--- src/hw/rtl/rwlk_pkg.sv ---
// ----------------------------------------------------------------------------
// rwlk_pkg: shared types and constants for the leg kinematics core
// Beat formats, configuration register indexes, CORDIC constants and the
// flag group passed along the divider cells.
// ----------------------------------------------------------------------------
package rwlk_pkg;

    localparam int CORDIC_STAGES_DEF = 16;
    localparam int XW = 34;
    localparam int AW = 36;
    localparam int QW = 32;
    localparam int CFG_IW = 3;
    localparam int CFG_DW = 24;

    localparam logic signed [XW-1:0] GAIN_Q30    = 34'sd652032874;
    localparam logic signed [AW-1:0] PI_Q30      = 36'sd3373259426;
    localparam logic signed [AW-1:0] HALF_PI_Q30 = 36'sd1686629713;
    localparam logic signed [QW-1:0] MAG_POS     = 32'sh7FFF_FFFF;
    localparam logic signed [QW-1:0] MAG_NEG     = 32'sh8000_0001;

    localparam logic [31:0] ATAN_Q30 [32] = '{
        32'd843314857, 32'd497837829, 32'd263043837, 32'd133525159,
        32'd67021687, 32'd33543516, 32'd16775851, 32'd8388437,
        32'd4194283, 32'd2097149, 32'd1048576, 32'd524288,
        32'd262144, 32'd131072, 32'd65536, 32'd32768,
        32'd16384, 32'd8192, 32'd4096, 32'd2048,
        32'd1024, 32'd512, 32'd256, 32'd128,
        32'd64, 32'd32, 32'd16, 32'd8,
        32'd4, 32'd2, 32'd1, 32'd0
    };

    typedef enum logic [CFG_IW-1:0] {
        CFG_LINK_LENGTH,
        CFG_THIGH_MASS,
        CFG_SHANK_MASS,
        CFG_THIGH_COM_OFFSET,
        CFG_SHANK_COM_OFFSET,
        CFG_THIGH_OWN_INERTIA,
        CFG_SHANK_OWN_INERTIA
    } t_cfg_index;

    typedef struct packed {
        logic signed [15:0] first_angle;
        logic signed [15:0] second_angle;
        logic signed [15:0] knee_angle;
        logic signed [15:0] rate_zero;
        logic signed [15:0] rate_one;
        logic signed [15:0] rate_two;
    } t_in_beat;

    typedef struct packed {
        logic        [15:0] leg_length;
        logic signed [15:0] leg_angle;
        logic signed [15:0] hip_angle;
        logic signed [31:0] length_velocity;
        logic signed [31:0] swing_velocity;
        logic signed [31:0] spread_velocity;
        logic signed [31:0] inertia_radial;
        logic signed [31:0] inertia_coupled;
        logic signed [31:0] inertia_angular;
        logic signed [31:0] inverse_gain_cos;
        logic signed [31:0] inverse_gain_sin;
        logic               singular;
    } t_out_beat;

    typedef struct packed {
        logic neg;
        logic dz;
        logic nz;
    } t_div_flags;

endpackage

--- src/hw/rtl/rwlk_cordic_cell.sv ---
// ----------------------------------------------------------------------------
// rwlk_cordic_cell: one rotation-mode CORDIC iteration
// Rotates the vector by the fixed angle of its stage and hands the result on.
// ----------------------------------------------------------------------------
module rwlk_cordic_cell #(
    parameter int STAGE = 0
) (
    input  logic                              i_clk,
    input  logic                              i_en,
    input  logic signed [rwlk_pkg::XW-1:0]    i_x,
    input  logic signed [rwlk_pkg::XW-1:0]    i_y,
    input  logic signed [rwlk_pkg::AW-1:0]    i_z,
    output logic signed [rwlk_pkg::XW-1:0]    o_x,
    output logic signed [rwlk_pkg::XW-1:0]    o_y,
    output logic signed [rwlk_pkg::AW-1:0]    o_z
);
    import rwlk_pkg::*;

    logic signed [XW-1:0] w_dx;
    logic signed [XW-1:0] w_dy;
    logic signed [AW-1:0] w_step;
    logic                 w_pos;
    logic signed [XW-1:0] r_x;
    logic signed [XW-1:0] r_y;
    logic signed [AW-1:0] r_z;

    assign w_dx   = i_y >>> STAGE;
    assign w_dy   = i_x >>> STAGE;
    assign w_step = AW'(ATAN_Q30[STAGE]);
    assign w_pos  = ~i_z[AW-1];

    always_ff @(posedge i_clk) begin
        if (i_en) begin
            r_x <= w_pos ? i_x - w_dx : i_x + w_dx;
            r_y <= w_pos ? i_y + w_dy : i_y - w_dy;
            r_z <= w_pos ? i_z - w_step : i_z + w_step;
        end
    end

    assign o_x = r_x;
    assign o_y = r_y;
    assign o_z = r_z;

endmodule

--- config.mk ---
export PLATFORM = sky130hd
export DESIGN_NAME = rwlk_cordic_cell
export DESIGN_NICKNAME = d
export VERILOG_FILES = /design/src/hw/rtl/rwlk_pkg.sv /design/src/hw/rtl/rwlk_cordic_cell.sv
export SDC_FILE = /design/constraint.sdc
export NUM_CORES = 1
export LEC_CHECK = 0
export ABC_CLOCK_PERIOD_IN_PS = 3550
export BUFFER_PORTS_ARGS = -buffer_cell sky130_fd_sc_hd__buf_2
export CAP_MARGIN = 15
export CORE_MARGIN = 1
export CORE_UTILIZATION = 52
export DETAILED_ROUTE_END_ITERATION = 6
export PLACE_DENSITY_LB_ADDON = 0.05
export SLEW_MARGIN = 10
export SYNTH_ARGS = -nofsm -noshare
export SYNTH_HDL_FRONTEND = slang
export SYNTH_SLANG_ARGS = --single-unit
--- constraint.sdc ---
create_clock -name i_clk -period 3.55 [get_ports i_clk]
set_input_delay 0.5325 -clock i_clk [delete_from_list [all_inputs] [get_ports i_clk]]
set_output_delay 0.5325 -clock i_clk [all_outputs]
set_load 0.02 [all_outputs]
* After elaboration in Yosys (flattened, before gate mapping)
Cells that the tools add are included.
** Storage, ports and cells
- Memory bits (writable) :: 0
- Logic and storage cells :: 11
- Bits in latches :: 0
- Register bits after elaboration :: 104
- Output and inout port bits :: 104
- Memories :: 0
- Bits of input ports :: 106
- ROM bits :: 0
** Cells by class
- Bitwise logic cells :: 0
- Div/mod/pow operators :: 0
- $mul :: 0
- Order comparisons :: 0
- Equality and inequality tests :: 0
- Shift operators :: 0
- Multiplexer cells :: 3
- Add/subtract/negate cells :: 5
- Reductions and logical operators :: 0
** Operator list (number)
- $mux W34 :: 2
- $sub A34 B34 Y34 :: 2
- $add A36 B31 Y36 const B :: 1
- $mux W36 :: 1
- $sub A36 B31 Y36 const B :: 1
- $add A34 B34 Y34 :: 1

* Logic depth before layout (Yosys ltp)
- Word-level depth :: 2
- Mapped depth :: 12
- Gate-level depth less buffers :: 11

* Worst setup path before layout
OpenSTA, ideal clock, no wires.
- Kind :: input port to flip-flop
- Start :: input port i_z[35] in the netlist's numbering
- End :: register r_z[30], in the netlist o_z[30], data pin
- Path buffers :: 1
- Slack :: -276 ps
- Setup time :: 269 ps
- Stages :: 11
- Arrival :: 3557 ps
- Data required time :: 3281 ps
- Path through :: clkinv_1 clkbuf_1 ha_1 a211o_1 a2111o_1 a311oi_2 o21ai_1 a211o_1 a21oi_2 o21ai_1 xor2_1
** Between the ends
- Word-level cells in the longest chain between the ends :: 1
** RTL lines
- from (decl) :: RTL line rwlk_cordic_cell.sv:12 : input logic signed [rwlk_pkg::AW-1:0] i_z,
- $mux W36 :: RTL line rwlk_cordic_cell.sv:36 : r_z <= w_pos ? i_z - w_step : i_z + w_step;
- to (signal assigned) :: RTL line rwlk_cordic_cell.sv:36
- to (decl) :: RTL line rwlk_cordic_cell.sv:25 : logic signed [AW-1:0] r_z;
Every way passes these cells.
A chain may end at the register's enable or synchronous reset.

* Worst setup path in the final report
- Start :: input port i_x[2] in the netlist's numbering
- End :: register r_x[27], in the netlist o_x[27], data pin
** Between the ends
- Word-level cells in the longest chain between the ends :: 2
- Elaborated cells between the ends (all ways) :: 3
- Classes of those cells :: 2 x add/sub; 1 x mux
** RTL lines
- from (decl) :: RTL line rwlk_cordic_cell.sv:10 : input logic signed [rwlk_pkg::XW-1:0] i_x,
- $sub A34 B34 Y34 or $add A34 B34 Y34 (tied branches) :: RTL line rwlk_cordic_cell.sv:34 : r_x <= w_pos ? i_x - w_dx : i_x + w_dx;
- $mux W34 (*) :: RTL line rwlk_cordic_cell.sv:34
- to (signal assigned) :: RTL line rwlk_cordic_cell.sv:34
- to (decl) :: RTL line rwlk_cordic_cell.sv:23 : logic signed [XW-1:0] r_x;
Every way passes the cells marked *; elsewhere a longest branch is shown, timed or not.

==> results.sh <==
export IMPL_grt_pass1_vias=10246
export IMPL_drive_gt1_frac=0.2273
export IMPL_fmax_mhz=304.7
export IMPL_cts_buffers=9
export IMPL_synth_area_per_cell_um2=8.579
export IMPL_setup_ws_ns=0.2680
export IMPL_setup_viol=0
export IMPL_dr_pass1_iters=7
export IMPL_totalWireLength_um=35710
export IMPL_syn_area_mm2=0.01110
export IMPL_dieArea_mm2=0.02194
export IMPL_crit_fanout=7
export IMPL_multi_input_area_mm2=0.007357
export IMPL_ys_flop_type="edfxtp_1"
export IMPL_root_buffer="clkbuf_16"
export IMPL_synth_top_cell_area_share=0.2786
export IMPL_endpoint_kind="register"
export IMPL_num_vias=11162
export IMPL_die_x_um=148.1
export IMPL_instances_no_fill=1837
export IMPL_h_tree_depth=3
export IMPL_syn_inst=1294
export IMPL_ir_worst_vdd_mv=0.2385
export IMPL_placed_cell_area_mm2=0.01305
export IMPL_start_util=0.5297
export IMPL_grt_ovfl_total=0
export IMPL_critPathKind="input pin to register"
export IMPL_cts_tree="done"
export IMPL_globalRouteTotalUtil=0.3219
export IMPL_dpl_worst_slack_ns=-0.07557
export IMPL_rsz0062_at_grt="false"
export IMPL_ys_seq_elements=103
export IMPL_fin_nets=1801
export IMPL_grt_max_degree=78
export IMPL_max_slew_margin=0.4403
export IMPL_final_cell_mix="buf_2 (208), ha_1 (134), a21oi_1 (122), inv_1 (105), buf_4 (104)"
export IMPL_synth_compound_area_frac=0.2649
export IMPL_crit_chain="buf_2 -> inv_1 -> ha_1 -> buf_4 -> o21a_1 -> o31a_1 -> o31ai_2 -> o21ai_1 -> a211oi_1 -> buf_4 -> o21ai_0 -> a2111oi_0 -> and4b_1"
export IMPL_seq_area_frac_synth=0.2786
export IMPL_slowest_delay_ns=0.45
export IMPL_grt_pass1_wl_um=55090
export IMPL_yosys_warnings=0
export IMPL_synth_fa_ha_area_frac=0.1583
export IMPL_synth_top_cell_by_area="edfxtp_1"
export IMPL_syn2layout_area_growth_pct=20.26
export IMPL_p_total_mw=5.032
export IMPL_synth_top_family_by_area="compound AO/OA/AOI/OAI gates"
export IMPL_core_area_mm2=0.02096
export IMPL_routabilityCongestion=0.9564
export IMPL_cts_path_max_buffers=2
export IMPL_stdcell_area_mm2=0.01335
export IMPL_antenna_found_initial=0
export IMPL_worst_slew_pin_slew_ns=0.8396
export IMPL_synth_xor_xnor_area_share=0.07417
export IMPL_die_y_um=148.1
export IMPL_rows=53
export IMPL_clkTransAtPathRegs_ns=0.08
export IMPL_avgViaCountPerCell=6.076
export IMPL_p_leak_nw=6.054
export IMPL_drv_cap=0
export IMPL_cp_common_cell="buf_4"
export IMPL_synth_area_top_cells="edfxtp_1 (28%), ha_1 (15%), a21oi_1 (5.5%)"
export IMPL_power_density_mw_per_mm2=377.0
export IMPL_drtIter0Drc=1064
export IMPL_critPathBufInv=4
export IMPL_yosysUniqueCellTypes=81
export IMPL_cp_top_family="compound AO/OA/AOI/OAI gates"
export IMPL_hold_path_class="input pin to register"
export IMPL_critPathRequiredTime_ns=3.67
export IMPL_async_flop_share=0
export IMPL_crit_path_start="i_x[2]"
export IMPL_seq_area_mm2=0.003093
export IMPL_synth_edf_count=103
export IMPL_postCtsSetupBuffers=0
export IMPL_worstHoldStart="i_z[0]"
export IMPL_synthSimpleGateAreaFrac=0.1527
export IMPL_nFillCells=1895
export IMPL_slew_viol_final=0
export IMPL_cts_num_sinks=103
export IMPL_worst_setup_path_start_kind="input pin"
export IMPL_critPathSlowestCell="a2111oi_0"
export IMPL_violations="DRC"
export IMPL_port_buffers=209
export IMPL_synthMuxAreaShare=0.01274
export IMPL_dpl_cell_count=1821
export IMPL_layout_min_cycle_time_ns=3.282
export IMPL_cts_resized=0
export IMPL_ant_nets=0
export IMPL_crit_arrival_ns=3.40
export IMPL_finalHoldViolations=0
export IMPL_hpwl_um=28790
export IMPL_drc=2
export IMPL_fin_crit_sh=0.9245
export IMPL_fin_util=0.6370
export IMPL_antennaDiodeCount=0
export IMPL_ctsHoldBuffers=0
export IMPL_final_common_cell="buf_2"
export IMPL_wl_per_cell_um=19.44
export IMPL_status="complete, but fails checks"
export IMPL_synth_nets=1538
export IMPL_io_pins=210
[power breakdown]
part	internal [mW]	switching [mW]
sequential	1.62	0.0618
combinational	0.871	1.40
clock	0.558	0.527
[per-layer routing]
layer	track usage	share of wire	wire, um
met5	0	0	0
met3	0.05859	0.084	2991
met4	0.09330	0.025	898
met2	0.5176	0.46	16310
met1	0.4405	0.43	15510
[state kept, by name, indices dropped and copies added (netlist names)]
name / cells
o_z: 36
o_y: 33
o_x: 34
[cell type report]
| type | count | share of cell area |
|---|---|---|
| clock buffers | 9 | 0.01687 |
| repair buffers | 313 | 0.1380 |
| multi-input cells | 1021 | 0.5511 |
| clock inverters | 7 | 0.005905 |
| flip-flops and latches | 103 | 0.2317 |
| well taps | 275 | 0.02578 |
| inverters | 109 | 0.03065 |
[metrics by stage]
| stage | hold slack [ns] | TNS, ns |
|---|---|---|
| after floorplan | 0.6450 | 0 |
| after global placement | 0.8198 | -0.01877 |
| after detailed placement | 0.8116 | -0.07557 |
| after CTS | 0.4267 | 0 |
| after global routing | 0.4366 | 0 |
| final | 0.4418 | 0 |
[synth_stat cells, types with 4 or more instances]
master	number
o41ai_1	7
o31a_1	9
nor2b_1	20
clkbuf_1	46
mux2i_1	13
a21o_1	35
o41a_1	5
ha_1	134
o31ai_1	15
and2_1	9
a21oi_1	122
a211oi_1	13
o221ai_1	7
o22ai_1	4
a211o_1	10
nand4_1	18
a31oi_1	15
and3_1	11
o2111ai_1	4
nor3b_1	5
nor2_1	85
a2111o_1	4
a2111oi_0	7
buf_2	7
nand2_1	69
nand3b_1	5
o21a_1	20
or2_2	10
xnor2_1	66
o21ai_0	76
o21ai_1	10
nand2b_1	9
buf_1	7
xor2_1	28
fa_1	4
o211ai_1	11
or3_1	10
edfxtp_1	103
o21bai_1	17
nor3_1	37
nor4_1	12
inv_1	105
nand3_1	26
[worst paths after layout]
path / end / depth (start not counted)
max: o_x[27] / 13
min: o_z[0] / 2
[cells by family after synthesis]
family                     count (synthesis)
xor gates and xnor gates                  94
DFF                                      103
adders and majority gates                138
AOI/OAI and AO/OA                        439
buffers and inverters                    170
and+or+nand+nor                          336
muxes                                     14
Power figures use the tool's default switching activity.
